--- config.mk ---
export PLATFORM = sky130hd
export DESIGN_NAME = bpg_gray_flat
export DESIGN_NICKNAME = d
export VERILOG_FILES = /design/src/bpg_pkg.sv /design/src/bpg_if.sv /design/src/bpg_gray.sv /design/src/flat_wrapper.sv
export SDC_FILE = /design/constraint.sdc
export NUM_CORES = 1
export LEC_CHECK = 0
export ABC_AREA = 1
export BUFFER_PORTS_ARGS = -buffer_cell sky130_fd_sc_hd__buf_4
export CAP_MARGIN = 20
export CORE_MARGIN = 2
export CORE_UTILIZATION = 41
export CTS_CLUSTER_SIZE = 20
export DETAILED_ROUTE_END_ITERATION = 6
export PLACE_DENSITY = 0.6
export SYNTH_ARGS = -nofsm -noshare
export SYNTH_HDL_FRONTEND = slang
export SYNTH_SLANG_ARGS = --single-unit
export TNS_END_PERCENT = 100
--- constraint.sdc ---
create_clock -name clk_i -period 5.5 [get_ports clk_i]
set_input_delay 0.825 -clock clk_i [delete_from_list [all_inputs] [get_ports clk_i]]
set_output_delay 0.825 -clock clk_i [all_outputs]
set_load 0.1 [all_outputs]
--- src/bpg_pkg.sv ---
// Shared types, format codes and helper functions for the bitmap-to-gray block.
// No dependencies; bpg_if, bpg_assembler, bpg_gray and the top level use this package.
`timescale 1ns / 1ps

package bpg_pkg;

  // Widths fixed by the register and field definitions
  localparam int unsigned ColW     = 13;
  localparam int unsigned CfgIdxW  = 2;
  localparam int unsigned CfgDataW = 13;
  localparam int unsigned ColorW   = 24;
  localparam int unsigned SumW     = 10;

  // Division by three as multiply by reciprocal, exact for sums up to 765
  localparam int unsigned DivThreeMul   = 683;
  localparam int unsigned DivThreeShift = 11;
  localparam int unsigned ProdW         = 20;

  typedef logic [2:0] fmt_t;

  localparam fmt_t FmtRgb565 = 3'd0;
  localparam fmt_t FmtRgb555 = 3'd1;
  localparam fmt_t Fmt24     = 3'd2;
  localparam fmt_t Fmt32     = 3'd3;
  localparam fmt_t FmtPal    = 3'd4;

  typedef logic [CfgIdxW-1:0] cfg_idx_t;

  localparam cfg_idx_t CfgPixelFormat = 2'd0;
  localparam cfg_idx_t CfgRowWidth    = 2'd1;

  // One completed pixel handed from the byte assembler to the gray stage
  typedef struct packed {
    logic              valid;
    fmt_t              fmt;
    logic [ColorW-1:0] gather;
    logic              row_end;
    logic              pal_oob;
  } pixel_t;

  function automatic logic [2:0] bytes_per_pixel(fmt_t f);
    logic [2:0] n;
    case (f)
      FmtRgb565: n = 3'd2;
      FmtRgb555: n = 3'd2;
      Fmt32:     n = 3'd4;
      FmtPal:    n = 3'd1;
      default:   n = 3'd3;
    endcase
    return n;
  endfunction

  function automatic logic [SumW-1:0] sum3(logic [ColorW-1:0] c);
    return SumW'(c[7:0]) + SumW'(c[15:8]) + SumW'(c[23:16]);
  endfunction

endpackage

--- src/bpg_if.sv ---


interface bpg_result_if;
  logic       valid;
  logic       ready;
  logic [7:0] gray;
  logic       row_end;

  modport source (output valid, gray, row_end, input ready);
  modport sink   (input valid, gray, row_end, output ready);
endinterface


--- src/bpg_gray.sv ---
// Gray stage: holds a pixel beside its palette data, averages the channels and
// registers the result. Depends on bpg_pkg and bpg_result_if.
`timescale 1ns / 1ps

module bpg_gray (
  input  logic            clk_i,
  input  logic            rst_ni,
  input  bpg_pkg::pixel_t px_i,
  input  logic [23:0]     pal_data_i,
  output logic            ready_o,
  bpg_result_if.source    out_o
);

  logic                       s1_v_q;
  bpg_pkg::pixel_t            s1_q;
  logic                       out_v_q;
  logic [7:0]                 gray_q;
  logic                       row_end_q;
  logic                       out_load;
  logic [bpg_pkg::SumW-1:0]   sum;
  logic [bpg_pkg::ProdW-1:0]  prod;

  assign out_load = s1_v_q && (!out_v_q || out_o.ready);
  assign ready_o  = !s1_v_q || out_load;

  // Scale channels per format and add them
  always_comb begin
    case (s1_q.fmt)
      bpg_pkg::FmtRgb565: sum = {2'b0, s1_q.gather[4:0], 3'b0}
                              + {2'b0, s1_q.gather[10:5], 2'b0}
                              + {2'b0, s1_q.gather[15:11], 3'b0};
      bpg_pkg::FmtRgb555: sum = {2'b0, s1_q.gather[4:0], 3'b0}
                              + {2'b0, s1_q.gather[9:5], 3'b0}
                              + {2'b0, s1_q.gather[14:10], 3'b0};
      bpg_pkg::FmtPal:    sum = s1_q.pal_oob ? '0 : bpg_pkg::sum3(pal_data_i);
      default:            sum = bpg_pkg::sum3(s1_q.gather);
    endcase
    prod = bpg_pkg::ProdW'(sum) * bpg_pkg::ProdW'(bpg_pkg::DivThreeMul);
  end

  // Advance valid flags
  always_ff @(posedge clk_i or negedge rst_ni) begin
    if (!rst_ni) begin
      s1_v_q  <= 1'b0;
      out_v_q <= 1'b0;
    end else begin
      if (ready_o) begin
        s1_v_q <= px_i.valid;
      end
      if (out_load) begin
        out_v_q <= 1'b1;
      end else if (out_o.ready) begin
        out_v_q <= 1'b0;
      end
    end
  end

  // Load payloads
  always_ff @(posedge clk_i) begin
    if (ready_o && px_i.valid) begin
      s1_q <= px_i;
    end
    if (out_load) begin
      gray_q    <= prod[bpg_pkg::DivThreeShift +: 8];
      row_end_q <= s1_q.row_end;
    end
  end

  assign out_o.valid   = out_v_q;
  assign out_o.gray    = gray_q;
  assign out_o.row_end = row_end_q;

  a_s1_hold: assert property (@(posedge clk_i) disable iff (!rst_ni)
    (s1_v_q && !out_load) |=> s1_v_q)
    else $error("pending pixel dropped");

  a_out_src: assert property (@(posedge clk_i) disable iff (!rst_ni)
    $rose(out_v_q) |-> $past(s1_v_q))
    else $error("result beat without a pixel");

  a_stall_why: assert property (@(posedge clk_i) disable iff (!rst_ni)
    !ready_o |-> (out_v_q && !out_o.ready && s1_v_q))
    else $error("input stalled without output backpressure");

endmodule

--- src/flat_wrapper.sv ---
// flat-port wrapper written by rule: the top's interface ports become plain ports
module bpg_gray_flat 
  (clk_i, rst_ni, px_i, pal_data_i, ready_o, out_o_valid, out_o_gray, out_o_row_end, out_o_ready);
  bpg_result_if out_o_i ();
  input  logic clk_i;
  input  logic rst_ni;
  input  bpg_pkg::pixel_t px_i;
  input  logic [23:0] pal_data_i;
  output logic ready_o;
  output wire logic [$bits(out_o_i.valid)-1:0] out_o_valid;
  output wire logic [$bits(out_o_i.gray)-1:0] out_o_gray;
  output wire logic [$bits(out_o_i.row_end)-1:0] out_o_row_end;
  input wire logic [$bits(out_o_i.ready)-1:0] out_o_ready;
  assign out_o_valid = out_o_i.valid;
  assign out_o_gray = out_o_i.gray;
  assign out_o_row_end = out_o_i.row_end;
  assign out_o_i.ready = out_o_ready;
  bpg_gray u_core (.clk_i(clk_i), .rst_ni(rst_ni), .px_i(px_i), .pal_data_i(pal_data_i), .ready_o(ready_o), .out_o(out_o_i));
endmodule
* Word-level counts from Yosys, hierarchy flattened
Cells that the tools add are included.
Operators by class: add/sub/neg operators 8, multiply operators 1, equality and inequality tests 2, mux-type cells 4, reduce and logical (&&, ||, !) cells 8
Operator list (number):
- 10-bit by 8-bit adder with 10-bit output | 4
- 8-bit by 8-bit adder with 9-bit output | 4
- 10-bit one-hot mux with 3 select lines | 1
- 10-bit by 10-bit multiplier with 19-bit output (second input constant) | 1
- 10-bit 2-to-1 mux | 1
- 3-bit by 1-bit equality test with 1-bit output (second input constant) | 1
- 3-bit equality test (second input constant) | 1
- 3-bit zero test | 1
- 1-bit logical AND | 2
- 1-bit zero test | 2
- 1-bit logical OR | 2
- 1-bit 2-to-1 mux | 2
- 2-bit nonzero test | 1
Storage, ports and cells: register bits after elaboration 40, bits of input ports 57, output and inout bits 11, word-level logic and storage cells 31

* Longest topological paths before layout
depth after elaboration 5, depth in mapped cells 35, gate-level depth less buffers 35

* Worst setup path after synthesis
No wires, ideal clock.
kind input to register, from input pal_data_i[2], to register u_core.gray_q[7] (netlist: u_core.out_o.gray[7]) (data pin), setup time 252 ps, arrival 5986 ps, data required time 5248 ps, slack -738 ps, stages on the path 33, buffers on the path 0, cell sequence ha_1 > a21oi_1 > nand2_1 > nand2_1 > nand2_1 > a21oi_1 > o21bai_1 > a21oi_1 > inv_1 > nand2_1 > nand2_1 > ha_1 > a21oi_1 > nand2_1 > nand2_1 > nand2_1 > nor2_1 > nor2_1 > nor2_1 > ha_1 > ha_1 > fa_1 > fa_1 > fa_1 > ha_1 > a21oi_1 > o21ai_0 > a21oi_1 > nand2_2 > nand2_1 > nand2_1 > nand2_1 > nand2_1
On the way: word-level cells in the longest chain between the ends 5
Ends and longest elaborated chain:
- start: declaration | line flat_wrapper.sv:8 | input logic [23:0] pal_data_i;
- 8-bit by 8-bit adder with 9-bit output | line bpg_pkg.sv:54 | return SumW'(c[7:0]) + SumW'(c[15:8]) + SumW'(c[23:16]);
- 10-bit by 8-bit adder with 10-bit output | line bpg_pkg.sv:54
- 10-bit 2-to-1 mux | line bpg_gray.sv:35 | bpg_pkg::FmtPal: sum = s1_q.pal_oob ? '0 : bpg_pkg::sum3(pal_data_i);
- 10-bit one-hot mux with 3 select lines | line bpg_gray.sv:28 | case (s1_q.fmt)
- 10-bit by 10-bit multiplier with 19-bit output | line bpg_gray.sv:38 | prod = bpg_pkg::ProdW'(sum) * bpg_pkg::ProdW'(bpg_pkg::DivThreeMul);
- named net u_core.prod, one bit | line bpg_gray.sv:21 | logic [bpg_pkg::ProdW-1:0] prod;
- end signal: assignment | line bpg_gray.sv:64 | gray_q <= prod[bpg_pkg::DivThreeShift +: 8];
- end: declaration | line bpg_gray.sv:17 | logic [7:0] gray_q;
The timed path passes the listed nets, and every way through them passes these cells. A chain may end at the register's enable or synchronous reset.

* Worst setup path in the final report
from input pal_data_i[0], to register u_core.gray_q[7] (netlist: u_core.out_o.gray[7]) (data pin)
The elaborated chain is that of the path after synthesis.

==> impl_metrics.tcl <==
set metrics [dict create \
    status "finished, violations left" \
    violations "setup timing" \
    antenna_found_initial 0 \
    cp-end-kind "register" \
    rows 41 \
    cp_common_cell "nand2_1" \
    grt_first_pass_wirelength_mm 23.3 \
    critPathSlowestCell "fa_2" \
    first_pass_iters 4 \
    drive_gt1_share_pct 40.3 \
    syn_inst 654 \
    finalHoldViolations 0 \
    cts_tree "built" \
    numCtsBuffers 5 \
    die_h_um 119 \
    synthesis.area_um2 5400 \
    ctsHoldBuffers 0 \
    fmax_mhz 166 \
    cts_buffer_depth 2 \
    slowest_delay_ps 610 \
    synthesis.nets 853 \
    r2r_end "u_core.out_o.gray[7]$_DFFE_PP_" \
    yosys_warnings 0 \
    synth_seq_cells 40 \
    ys_types 33 \
    reg2reg_slack_ps -480 \
    slew_viol_final 0 \
    route.detailed.drc 0 \
    grt.overflow.total 0 \
    crit_type "in2reg" \
    setup_viol 8 \
    clkTransAtPathRegs_ps 60 \
    fin_crit_ps 6030 \
    wl_per_cell_um 13.8 \
    antenna_cells 0 \
    worstPathArrival_ps 6080 \
    rr_startpoint "u_core.s1_q[10]$_DFFE_PP_" \
    seq_area_frac_synth_pct 22.1 \
    drtIter0Drc 168 \
    grt.total_usage_pct 20.1 \
    hold_class "in2async" \
    slew_headroom_pct 36.7 \
    rsz0062_at_grt "true" \
    r2r.worst_path.cells 29 \
    drv_cap 0 \
    nets 1052 \
    crit_required_ps 5540 \
    fin_crit_sh_pct 110 \
    insertion_delay_ps 290 \
    dieArea_um2 14100 \
    gp_congestion 0.870 \
    via_per_inst 4.98 \
    path_max_fanout 3 \
    via_count 5101 \
    crit_buf_inv 2 \
    critPathLaunch "pal_data_i[0]" \
    grt_max_degree 30 \
    start_kind "input pin" \
    area_delta_synth_final_pct 49.1 \
    hpwl_mm 11.4 \
    start_util_pct 42.4 \
    coreArea_um2 12700 \
    grt_pass1_vias 5095 \
    fp.dieW_um 119 \
    syn_avg_cell_area_um2 8.25 \
    port_buffers 67 \
    wl_mm 14.2 \
    cp_top_family "adder cells" \
    post-place-ws_ps -933 \
    ios 68 \
    timing.final.ws_setup_ps -532 \
    worstMarginPinSlew_ps 949 \
    finalClockSkew_ps 5.51 \
    crit_end "u_core.out_o.gray[7]$_DFFE_PP_" \
    final.setup.tns_ps -3900 \
    root_buffer "clkbuf_16" \
    htreeDepth 2 \
    cp.depth 29 \
    clock-sinks 40 \
    postRouteAntennaNets 0 \
]
[through the flow]
stage	cells	hold slack, ps	util, %	instance area (µm²)
2_1_floorplan	654	400	-	5570
3_3_place_gp	990	410	55.2	7020
3_5_place_dp	990	420	55.2	7020
4_1_cts	1008	305	58.9	7500
5_1_grt	1025	305	63.3	8050
6_report	1025	311	63.3	8050
[sequential cells by signal, summed over array words and instances (netlist names)]
register and count:
u_core.out_o.valid 1, u_core.s1_v_q 1, u_core.s1_q 29, u_core.out_o.row_end 1
u_core.out_o.gray 8
[worst min-delay path by stage]
stage | start | endpoint | slack, ps
floorplan | u_core.s1_q[1]$_DFFE_PP_ | u_core.out_o.row_end$_DFFE_PP_ | 400
global placement | u_core.s1_q[1]$_DFFE_PP_ | u_core.out_o.row_end$_DFFE_PP_ | 410
detailed placement | u_core.s1_q[1]$_DFFE_PP_ | u_core.out_o.row_end$_DFFE_PP_ | 420
CTS | rst_ni | u_core.s1_v_q$_DFFE_PN0N_ | 310
global route | rst_ni | u_core.s1_v_q$_DFFE_PN0N_ | 300
finish | rst_ni | u_core.s1_v_q$_DFFE_PN0N_ | 310
[synthesized netlist by cell type, drive strengths merged]
library cell / number / share of area (%)
nor3: 4 / 0.37
a41oi: 1 / 0.16
a21oi: 62 / 5.7
a21boi: 1 / 0.14
nand3: 42 / 4.0
edfxtp: 38 / 21
dfrtp: 2 / 0.93
or2: 4 / 0.46
nand4: 4 / 0.46
nand2: 152 / 11
o211ai: 2 / 0.37
ha: 114 / 26
xnor2: 9 / 1.5
a221oi: 1 / 0.16
a21o: 1 / 0.14
nor4: 1 / 0.12
o22ai: 1 / 0.12
inv: 102 / 7.1
o21bai: 5 / 0.70
o21a: 2 / 0.28
nor2: 29 / 2.1
a31oi: 2 / 0.23
buf: 1 / 0.14
o21ai: 25 / 2.6
xor2: 20 / 3.2
nand3b: 1 / 0.14
fa: 28 / 10
[layer usage]
metal	share of wire [%]	track usage [%]	up-vias
met5	0	0	-
met4	1.9	5.21	0
met3	3.8	2.36	18
met2	49	34.3	103
met1	46	26.9	2390
li1	-	-	2590
[worst reg2reg max path, delay by kind of cell, from the launching register on]
family | cells | cell delay, ps
adders and majority gates | 9 | 3220
xor gates and xnor gates | 1 | 210
DFF | 1 | 370
AOI/OAI and AO/OA | 4 | 520
and+or+nand+nor | 13 | 1300
buffers and inverters | 2 | 100
[placed cells by master, fill, tap and decap left out, types with 20 or more instances in the layout]
master and count:
fa_1 22, inv_1 95, nand2_1 123, ha_1 76
a21oi_1 38, buf_4 188, nand3_1 33, edfxtp_1 38
ha_4 35, a21oi_2 20, nand2_2 26
[cells by family (layout without fill, tap and decap cells)]
family                     Yosys count  count (layout)  share of synthesized area, %
AOI/OAI and AO/OA                  103             103                          10.6
and+or+nand+nor                    237             237                          18.5
xor gates and xnor gates            29              29                          4.71
DFF                                 40              40                          22.1
buffers and inverters              103             302                          7.23
adders and majority gates          142             142                          36.8
[what timing repair did]
action	4_1_cts	5_1_grt
pin swaps	52	40
setup endpoints to repair	8	8
buffers inserted	11	16
resized for setup	51	72
[layout make-up]
cell class | count | area [µm²]
Inverter | 102 | 383
Fill cell | 1096 | 4670
Timing Repair Buffer | 193 | 1480
Clock inverter | 2 | 12.5
Multi-Input combinational cell | 511 | 4640
Tap cell | 172 | 215
Clock buffer | 5 | 125
Sequential cell | 40 | 1190
Power is left out: the tool's default activity adds up to more than one toggle a clock period on the data nets, which glitch-free logic cannot reach.
