File: src/bpg_pkg.sv
// Shared types, format codes and helper functions for the bitmap-to-gray block.
// No dependencies; bpg_if, bpg_assembler, bpg_gray and the top level use this package.
`timescale 1ns / 1ps

package bpg_pkg;

  // Widths fixed by the register and field definitions
  localparam int unsigned ColW     = 13;
  localparam int unsigned CfgIdxW  = 2;
  localparam int unsigned CfgDataW = 13;
  localparam int unsigned ColorW   = 24;
  localparam int unsigned SumW     = 10;

  // Division by three as multiply by reciprocal, exact for sums up to 765
  localparam int unsigned DivThreeMul   = 683;
  localparam int unsigned DivThreeShift = 11;
  localparam int unsigned ProdW         = 20;

  typedef logic [2:0] fmt_t;

  localparam fmt_t FmtRgb565 = 3'd0;
  localparam fmt_t FmtRgb555 = 3'd1;
  localparam fmt_t Fmt24     = 3'd2;
  localparam fmt_t Fmt32     = 3'd3;
  localparam fmt_t FmtPal    = 3'd4;

  typedef logic [CfgIdxW-1:0] cfg_idx_t;

  localparam cfg_idx_t CfgPixelFormat = 2'd0;
  localparam cfg_idx_t CfgRowWidth    = 2'd1;

  // One completed pixel handed from the byte assembler to the gray stage
  typedef struct packed {
    logic              valid;
    fmt_t              fmt;
    logic [ColorW-1:0] gather;
    logic              row_end;
    logic              pal_oob;
  } pixel_t;

  function automatic logic [2:0] bytes_per_pixel(fmt_t f);
    logic [2:0] n;
    case (f)
      FmtRgb565: n = 3'd2;
      FmtRgb555: n = 3'd2;
      Fmt32:     n = 3'd4;
      FmtPal:    n = 3'd1;
      default:   n = 3'd3;
    endcase
    return n;
  endfunction

  function automatic logic [SumW-1:0] sum3(logic [ColorW-1:0] c);
    return SumW'(c[7:0]) + SumW'(c[15:8]) + SumW'(c[23:16]);
  endfunction

endpackage

File: src/bpg_if.sv


interface bpg_cfg_if;
  logic                          valid;
  logic                          ready;
  logic [bpg_pkg::CfgIdxW-1:0]   index;
  logic [bpg_pkg::CfgDataW-1:0]  data;

  modport source (output valid, index, data, input ready);
  modport sink   (input valid, index, data, output ready);
endinterface

File: src/bpg_assembler.sv
// Byte assembler: config registers, pixel gathering, column and pad tracking,
// palette read issue. Depends on bpg_pkg and bpg_cfg_if.
`timescale 1ns / 1ps

module bpg_assembler #(
  parameter int unsigned MAX_WIDTH     = 4096,
  parameter int unsigned PALETTE_DEPTH = 256,
  parameter int unsigned AW            = 8
) (
  input  logic             clk_i,
  input  logic             rst_ni,
  bpg_cfg_if.sink          cfg_i,
  input  logic             accept_i,
  input  logic             action_i,
  input  logic [7:0]       stream_byte_i,
  output bpg_pkg::pixel_t  px_o,
  output logic             rd_en_o,
  output logic [AW-1:0]    rd_addr_o
);

  bpg_pkg::fmt_t              fmt_q;
  logic [bpg_pkg::ColW-1:0]   width_q;
  logic [23:0]                gather_q, gather_d;
  logic [1:0]                 phase_q, phase_d;
  logic [bpg_pkg::ColW-1:0]   col_q, col_d;
  logic [1:0]                 pad_q, pad_d;

  bpg_pkg::fmt_t              fmt;
  logic [2:0]                 bpp;
  logic [1:0]                 last;
  logic [bpg_pkg::ColW-1:0]   eff_w;
  logic [1:0]                 row_bytes_lo;

  assign cfg_i.ready = 1'b1;

  // Resolve format and width to their effective values
  always_comb begin
    fmt  = (fmt_q <= bpg_pkg::FmtPal) ? fmt_q : bpg_pkg::Fmt24;
    bpp  = bpg_pkg::bytes_per_pixel(fmt);
    last = 2'(bpp - 3'd1);
    if (width_q == '0) begin
      eff_w = bpg_pkg::ColW'(1);
    end else if (32'(width_q) > 32'(MAX_WIDTH)) begin
      eff_w = bpg_pkg::ColW'(MAX_WIDTH);
    end else begin
      eff_w = width_q;
    end
    row_bytes_lo = 2'(eff_w[1:0] * bpp[1:0]);
  end

  // Gather bytes, drop padding, advance column on each finished pixel
  always_comb begin
    gather_d = gather_q;
    phase_d  = phase_q;
    col_d    = col_q;
    pad_d    = pad_q;
    px_o     = '0;
    if (accept_i && action_i) begin
      if (pad_q != 2'd0) begin
        pad_d = pad_q - 2'd1;
      end else begin
        case (phase_q)
          2'd0:    gather_d[7:0]   = stream_byte_i;
          2'd1:    gather_d[15:8]  = stream_byte_i;
          2'd2:    gather_d[23:16] = stream_byte_i;
          default: gather_d        = gather_q;
        endcase
        if (phase_q < last) begin
          phase_d = phase_q + 2'd1;
        end else begin
          phase_d     = 2'd0;
          px_o.valid  = 1'b1;
          px_o.fmt    = fmt;
          px_o.gather = gather_d;
          if (({1'b0, col_q} + 14'd1) >= {1'b0, eff_w}) begin
            px_o.row_end = 1'b1;
            col_d        = '0;
            pad_d        = 2'd0 - row_bytes_lo;
          end else begin
            col_d = col_q + bpg_pkg::ColW'(1);
          end
        end
      end
    end
    px_o.pal_oob = px_o.valid && (fmt == bpg_pkg::FmtPal) &&
                   ({1'b0, gather_d[7:0]} >= 9'(PALETTE_DEPTH));
  end

  // Issue the palette read on a finished index pixel whose index is inside the palette
  assign rd_en_o   = px_o.valid && (px_o.fmt == bpg_pkg::FmtPal) && !px_o.pal_oob;
  assign rd_addr_o = gather_d[AW-1:0];

  // Hold config registers and stream state
  always_ff @(posedge clk_i or negedge rst_ni) begin
    if (!rst_ni) begin
      fmt_q    <= bpg_pkg::Fmt24;
      width_q  <= bpg_pkg::ColW'(1);
      gather_q <= '0;
      phase_q  <= '0;
      col_q    <= '0;
      pad_q    <= '0;
    end else begin
      if (cfg_i.valid) begin
        case (cfg_i.index)
          bpg_pkg::CfgPixelFormat: fmt_q   <= cfg_i.data[2:0];
          bpg_pkg::CfgRowWidth:    width_q <= cfg_i.data;
          default:                 fmt_q   <= fmt_q;
        endcase
      end
      gather_q <= gather_d;
      phase_q  <= phase_d;
      col_q    <= col_d;
      pad_q    <= pad_d;
    end
  end

  // Padding only starts after a pixel has closed
  a_pad_phase: assert property (@(posedge clk_i) disable iff (!rst_ni)
    (pad_q != 2'd0) |-> (phase_q == 2'd0))
    else $error("padding pending with a partial pixel");

  a_px_on_byte: assert property (@(posedge clk_i) disable iff (!rst_ni)
    px_o.valid |-> (accept_i && action_i))
    else $error("pixel finished without a stream beat");

  a_rd_pal: assert property (@(posedge clk_i) disable iff (!rst_ni)
    rd_en_o |-> (px_o.valid && px_o.fmt == bpg_pkg::FmtPal))
    else $error("palette read outside an index pixel");

endmodule

File: src/flat_wrapper.sv
// flat-port wrapper written by rule: the top's interface ports become plain ports
module bpg_assembler_flat 
#(
  parameter int unsigned MAX_WIDTH     = 4096,
  parameter int unsigned PALETTE_DEPTH = 256,
  parameter int unsigned AW            = 8
)
  (clk_i, rst_ni, accept_i, action_i, stream_byte_i, px_o, rd_en_o, rd_addr_o, cfg_i_valid, cfg_i_index, cfg_i_data, cfg_i_ready);
  bpg_cfg_if cfg_i_i ();
  input  logic clk_i;
  input  logic rst_ni;
  input  logic accept_i;
  input  logic action_i;
  input  logic [7:0] stream_byte_i;
  output bpg_pkg::pixel_t px_o;
  output logic rd_en_o;
  output logic [AW-1:0] rd_addr_o;
  input wire logic [$bits(cfg_i_i.valid)-1:0] cfg_i_valid;
  input wire logic [$bits(cfg_i_i.index)-1:0] cfg_i_index;
  input wire logic [$bits(cfg_i_i.data)-1:0] cfg_i_data;
  output wire logic [$bits(cfg_i_i.ready)-1:0] cfg_i_ready;
  assign cfg_i_i.valid = cfg_i_valid;
  assign cfg_i_i.index = cfg_i_index;
  assign cfg_i_i.data = cfg_i_data;
  assign cfg_i_ready = cfg_i_i.ready;
  bpg_assembler #(.MAX_WIDTH(MAX_WIDTH), .PALETTE_DEPTH(PALETTE_DEPTH), .AW(AW)) u_core (.clk_i(clk_i), .rst_ni(rst_ni), .cfg_i(cfg_i_i), .accept_i(accept_i), .action_i(action_i), .stream_byte_i(stream_byte_i), .px_o(px_o), .rd_en_o(rd_en_o), .rd_addr_o(rd_addr_o));
endmodule
File: config.mk
export PLATFORM = sky130hd
export DESIGN_NAME = bpg_assembler_flat
export DESIGN_NICKNAME = d
export VERILOG_FILES = /design/src/bpg_pkg.sv /design/src/bpg_if.sv /design/src/bpg_assembler.sv /design/src/flat_wrapper.sv
export SDC_FILE = /design/constraint.sdc
export NUM_CORES = 1
export LEC_CHECK = 0
export ABC_AREA = 1
export ABC_CLOCK_PERIOD_IN_PS = 5400
export BUFFER_PORTS_ARGS = -buffer_cell sky130_fd_sc_hd__buf_2
export CAP_MARGIN = 30
export CORE_ASPECT_RATIO = 1.4
export CORE_UTILIZATION = 40
export DETAILED_ROUTE_END_ITERATION = 8
export GPL_TIMING_DRIVEN = 0
export PLACE_DENSITY = 0.63
export SETUP_SLACK_MARGIN = 0.2
export SKIP_CTS_REPAIR_TIMING = 1
export SYNTH_ARGS = -nofsm -noshare
export SYNTH_HDL_FRONTEND = slang
export SYNTH_SLANG_ARGS = --single-unit
File: constraint.sdc
create_clock -name clk_i -period 5.4 [get_ports clk_i]
set_input_delay 0.54 -clock clk_i [delete_from_list [all_inputs] [get_ports clk_i]]
set_output_delay 0.54 -clock clk_i [all_outputs]
set_load 0.02 [all_outputs]
* After elaboration in Yosys (flattened, before gate mapping) *
Index checks and enable logic that the tools add are counted.

operators by class
  equal/unequal tests = 8
  magnitude comparators = 4
  mux-type cells = 18
  multipliers = 1
  bitwise gates (word level) = 2
  reduce and logical (&&, ||, !) cells = 14
  $add $sub $neg = 6

operator list
  kind                                                                count
  29-bit 2-to-1 mux                                                   3
  8-bit 2-to-1 mux                                                    5
  13-bit 2-to-1 mux                                                   3
  13-bit by 1-bit adder with 14-bit output, second input constant     1
  14-bit by 13-bit greater-or-equal comparator with 1-bit output      1
  13-bit by 1-bit adder with 13-bit output, second input constant     1
  13-bit greater-than comparator, second input constant               1
  13-bit logical NOT                                                  1
  2-bit 2-to-1 mux                                                    4
  3-bit == test, second input constant                                2
  2-bit case mux with 3 select lines                                  1
  2-bit AND reduction                                                 3
  3-bit AND reduction                                                 2
  2-bit by 1-bit == test with 1-bit output, second input constant     2
  2-bit logical NOT                                                   2
  2-bit nonzero test                                                  2
  2-bit by 1-bit subtractor with 2-bit output, second input constant  2
  3-bit by 1-bit == test with 1-bit output, second input constant     1
  3-bit by 2-bit == test with 1-bit output, second input constant     1
  3-bit <= comparator, second input constant                          1
  3-bit logical NOT                                                   1
  3-bit 2-to-1 mux                                                    1
  2-bit by 1-bit adder with 2-bit output, second input constant       1
  2-bit == test, second input constant                                1
  other kinds (8)                                                     10

word-level totals
  output and inout bits = 40
  input bits = 28
  bits in registers = 57
  logic and storage cells = 60

* Depth between registers and ports, before layout *
  depth in word-level cells = 12
  mapped depth = 22
  gate-level depth less buffers = 22

* Worst setup path before layout *
No wires, ideal clock.

  path kind = register to output
  from = register u_core.col_q[0] (netlist name)
  to = output port px_o[1] (netlist name)
  required time = 4.860 ns
  cell stages (with the launch flop) = 14
  path slack = 2.647 ns
  buffers on the path = 0
  arrival time = 2.213 ns
  cells stage by stage = dfrtp_1 ha_1 nand2_2 nor2_1 nand2_1 nor4_1 xor2_1 ha_1 nand2_1 inv_1 nand4_1 nor2_1 nand2_2 a21oi_1

RTL lines
  what                    RTL line              source
  start, declared         bpg_assembler.sv:25   logic [bpg_pkg::ColW-1:0] col_q, col_d;
  start signal, assigned  bpg_assembler.sv:112  col_q <= col_d;
  end, declared           flat_wrapper.sv:15    output bpg_pkg::pixel_t px_o;

==> summary.txt <==
status: finished clean
pre-CTS setup slack: 2.267 ns
CTS Buf Count: 9
Distinct cells, synth: 30
Root Buffer: clkbuf_16
nets: 569
RSZ-0062 raised after global routing: no
Via density: 4.892
Final Critical Period: 3.457 ns
Mapped Cells: 446
initial antenna violation count: 0
row count: 39
initial drt markers: 150
Post-Layout Inst Area: 0.004209 sq mm
CP max FO: 4
Buf/Inv on CP: 2
Leak: 2.210 nW
kind of critical path: reg2out
clk buf depth: 2
worst slew pin tran: 0.5161 ns
Crit path max-delay family: simple AND/OR/NAND/NOR gates
Critical Path End Type: output port
Synth Flop Type: dfrtp_1
grt total ovfl: 0
sum of negative setup slack: 0 ns
asr flop ratio synth: 100.0%
final-report hold violation count: 0
Critical Path RT: 4.86 ns
sequential area share after synthesis: 41.79%
Remaining DRCs: 0
final count of pins violating max slew: 0
Rel. slew slack: 65.59%
Final Cycle Share: 64.03%
WL/cell: 12.46 um
pin count of the biggest net entering global routing: 37
sink count of the clock tree: 57
P_int: 1.240 mW
setup violators final: 0
first-pass GRT wire length: 13.47 mm
Final Power: 2.059 mW
crit path DAT: 2.92 ns
Setup WS post-layout: 1.943 ns
Max VDD drop: 293.6 uV
synthesized area: 0.003420 sq mm
YS warnings: 0
fraction of layout cells with a size suffix above 1: 25.38%
routability congestion estimate from global placement: 0.7846
gr usage total: 19.20%
router iterations before antenna repair: 4
hpwl dp: 6.036 mm
number of synthesized flops with an enable pin: 0
io pins: 68
NetSw: 819.2 uW
Post-DRT Antenna Nets: 0
Net Sw Frac: 39.78%
crit path cell chain: ha_1, nand2_2, nor2_1, nand2_1, nor3_1, xor2_1, ha_1, nand2_1, inv_1, nand2_1, nand2_1, nand2_1, nand2_1, a21oi_1, a21oi_1, buf_2
vias in the first global route: 3068
n_diodes: 0
DIE AREA: 0.008928 sq mm
Worst path most repeated cell: nand2_1
Comb pwr share: 40.5%
total wire length: 7.850 mm
PD cells: 489.3 mW/mm^2
Syn Area/Cell: 7.667 sq um
Synth-to-Final Area Change: 23.09%
Reg power frac: 31.2%
Yosys reg bits: 57
max frequency: 0.2892 GHz
H-tree levels: 3
Clock Latency Late Sink: 0.32 ns
routed vias: 3082
Crit path largest cell delay: 0.42 ns
die height: 111.4 um
clock power share: 28.3%
Initial Util: 41.47%
max_cap viols: 0
core area: 0.008247 sq mm
worst hold path class: in2async
# fillers: 820
CTS tree: built
Critical Path Start Type: flop
die span in x: 80.14 um
slowest CP cell: dfrtp_1
Post-DP Area: 0.003892 sq mm
post-synth net total: 492
PortBufs: 65
Worst-path clk slew: 0.05 ns
Worst Skew: 0.009336 ns
## state kept, by name, indices dropped and copies added, names as in the netlist
name             cells
u_core.pad_q         2
u_core.gather_q     24
u_core.col_q        13
u_core.fmt_q         3
u_core.width_q      13
u_core.phase_q       2
## worst register-to-register path: cells and delay by family (launching register included)
| family | cells | cell delay, ns |
|---|---|---|
| XOR/XNOR | 1 | 0.28 |
| flip-flops | 1 | 0.42 |
| AND/OR/NAND/NOR | 12 | 1.11 |
| AO/OA/AOI/OAI | 2 | 0.34 |
| adder cells (fa/ha/maj) | 2 | 0.51 |
| buffers and inverters | 2 | 0.22 |
## cell type report
| cell class | instances | area (sq um) | area share, % |
|---|---|---|---|
| inverters | 46 | 175.2 | 4.162 |
| clock inverters | 4 | 50.05 | 1.189 |
| clock buffers | 12 | 266.5 | 6.332 |
| repair buffers | 66 | 345.3 | 8.205 |
| well taps | 102 | 127.6 | 3.032 |
| plain buffers | 16 | 87.58 | 2.081 |
| multi-input cells | 327 | 1728 | 41.05 |
| flip-flops and latches | 57 | 1429 | 33.95 |
## worst paths after layout
check                      slack, ns          startpoint  cells after the start                  to
max                             1.94     u_core.col_q[0]                     16             px_o[1]
min reg2reg                     0.48  u_core.gather_q[8]                      2  u_core.gather_q[8]
max in group asynchronous       4.57              rst_ni                      2     u_core.fmt_q[1]
min in group clk_i              0.45       cfg_i_data[8]                      2   u_core.width_q[8]
max reg2reg                     2.46     u_core.col_q[0]                     19     u_core.col_q[7]
min                             0.19              rst_ni                      1  u_core.gather_q[1]
## through the flow
stage	util [%]	hold slack, ns	cells
6_report	51.04	0.1944	630
5_1_grt	51.04	0.2397	630
4_1_cts	51.04	0.2106	630
3_5_place_dp	47.20	0.4687	614
3_3_place_gp	46.96	0.4630	613
2_1_floorplan	-	0.2444	446
## metal layers
metal	GRT usage, %	part of all wire, %	up-vias
met4	7.738	2.0	0
met5	0	0	-
met2	34.47	50	83
met1	22.32	44	1415
met3	2.951	4.1	12
li1	-	-	1572
## Yosys cell counts, types with 4 or more instances
master	number	area, sq um
inv_1	42	157.7
xor2_1	10	87.58
a21oi_1	8	40.04
mux2_2	9	101.4
clkbuf_1	7	26.28
nand3_1	4	20.02
o21ai_2	6	52.55
nand2_1	125	469.2
dfrtp_1	55	1376
nand2_2	17	106.4
ha_1	18	225.2
nor2_1	52	195.2
o21ai_0	61	305.3
buf_2	4	20.02
## cells in the final DEF, fill, tap and decap left out, drive strengths merged
cell / synthesis / routed
mux2: 9 / 9
a21oi: 8 / 8
nor2: 55 / 55
nand2: 142 / 142
o211ai: 1 / 1
inv: 45 / 45
nand4: 3 / 3
o21ai: 67 / 67
dfstp: 2 / 2
bufinv: 0 / 1
clkbuf: 7 / 19
nor4: 2 / 2
buf: 9 / 75
xor2: 10 / 10
dfrtp: 55 / 55
clkinvlp: 0 / 2
ha: 18 / 18
nand3b: 1 / 1
conb: 2 / 2
clkinv: 1 / 2
or2: 2 / 2
nor3: 1 / 1
nand3: 6 / 6
## kinds of logic (layout without fill, tap and decap cells)
kind of cell | after synthesis | in the layout | synth area share [%]
compound gates | 76 | 76 | 11.86
xor+xnor | 10 | 10 | 2.561
other cells | 2 | 2 | 0.2196
fa+ha+maj | 18 | 18 | 6.586
simple gates | 212 | 212 | 26.34
flops | 57 | 57 | 41.79
mux | 9 | 9 | 2.964
buf+inv | 62 | 144 | 7.684
## power by group through the flow
| stage | combinational, mW | sequential [mW] | clock, mW |
|---|---|---|---|
| floorplan | 0.618 | 0.630 | 0 |
| global placement | 0.817 | 0.644 | 0 |
| global route | 0.956 | 0.664 | 0.608 |
| finish | 0.834 | 0.643 | 0.582 |
| detailed placement | 0.837 | 0.650 | 0 |
| CTS | 0.842 | 0.643 | 0.594 |
No activity file was read; power rests on OpenSTA's default activity.
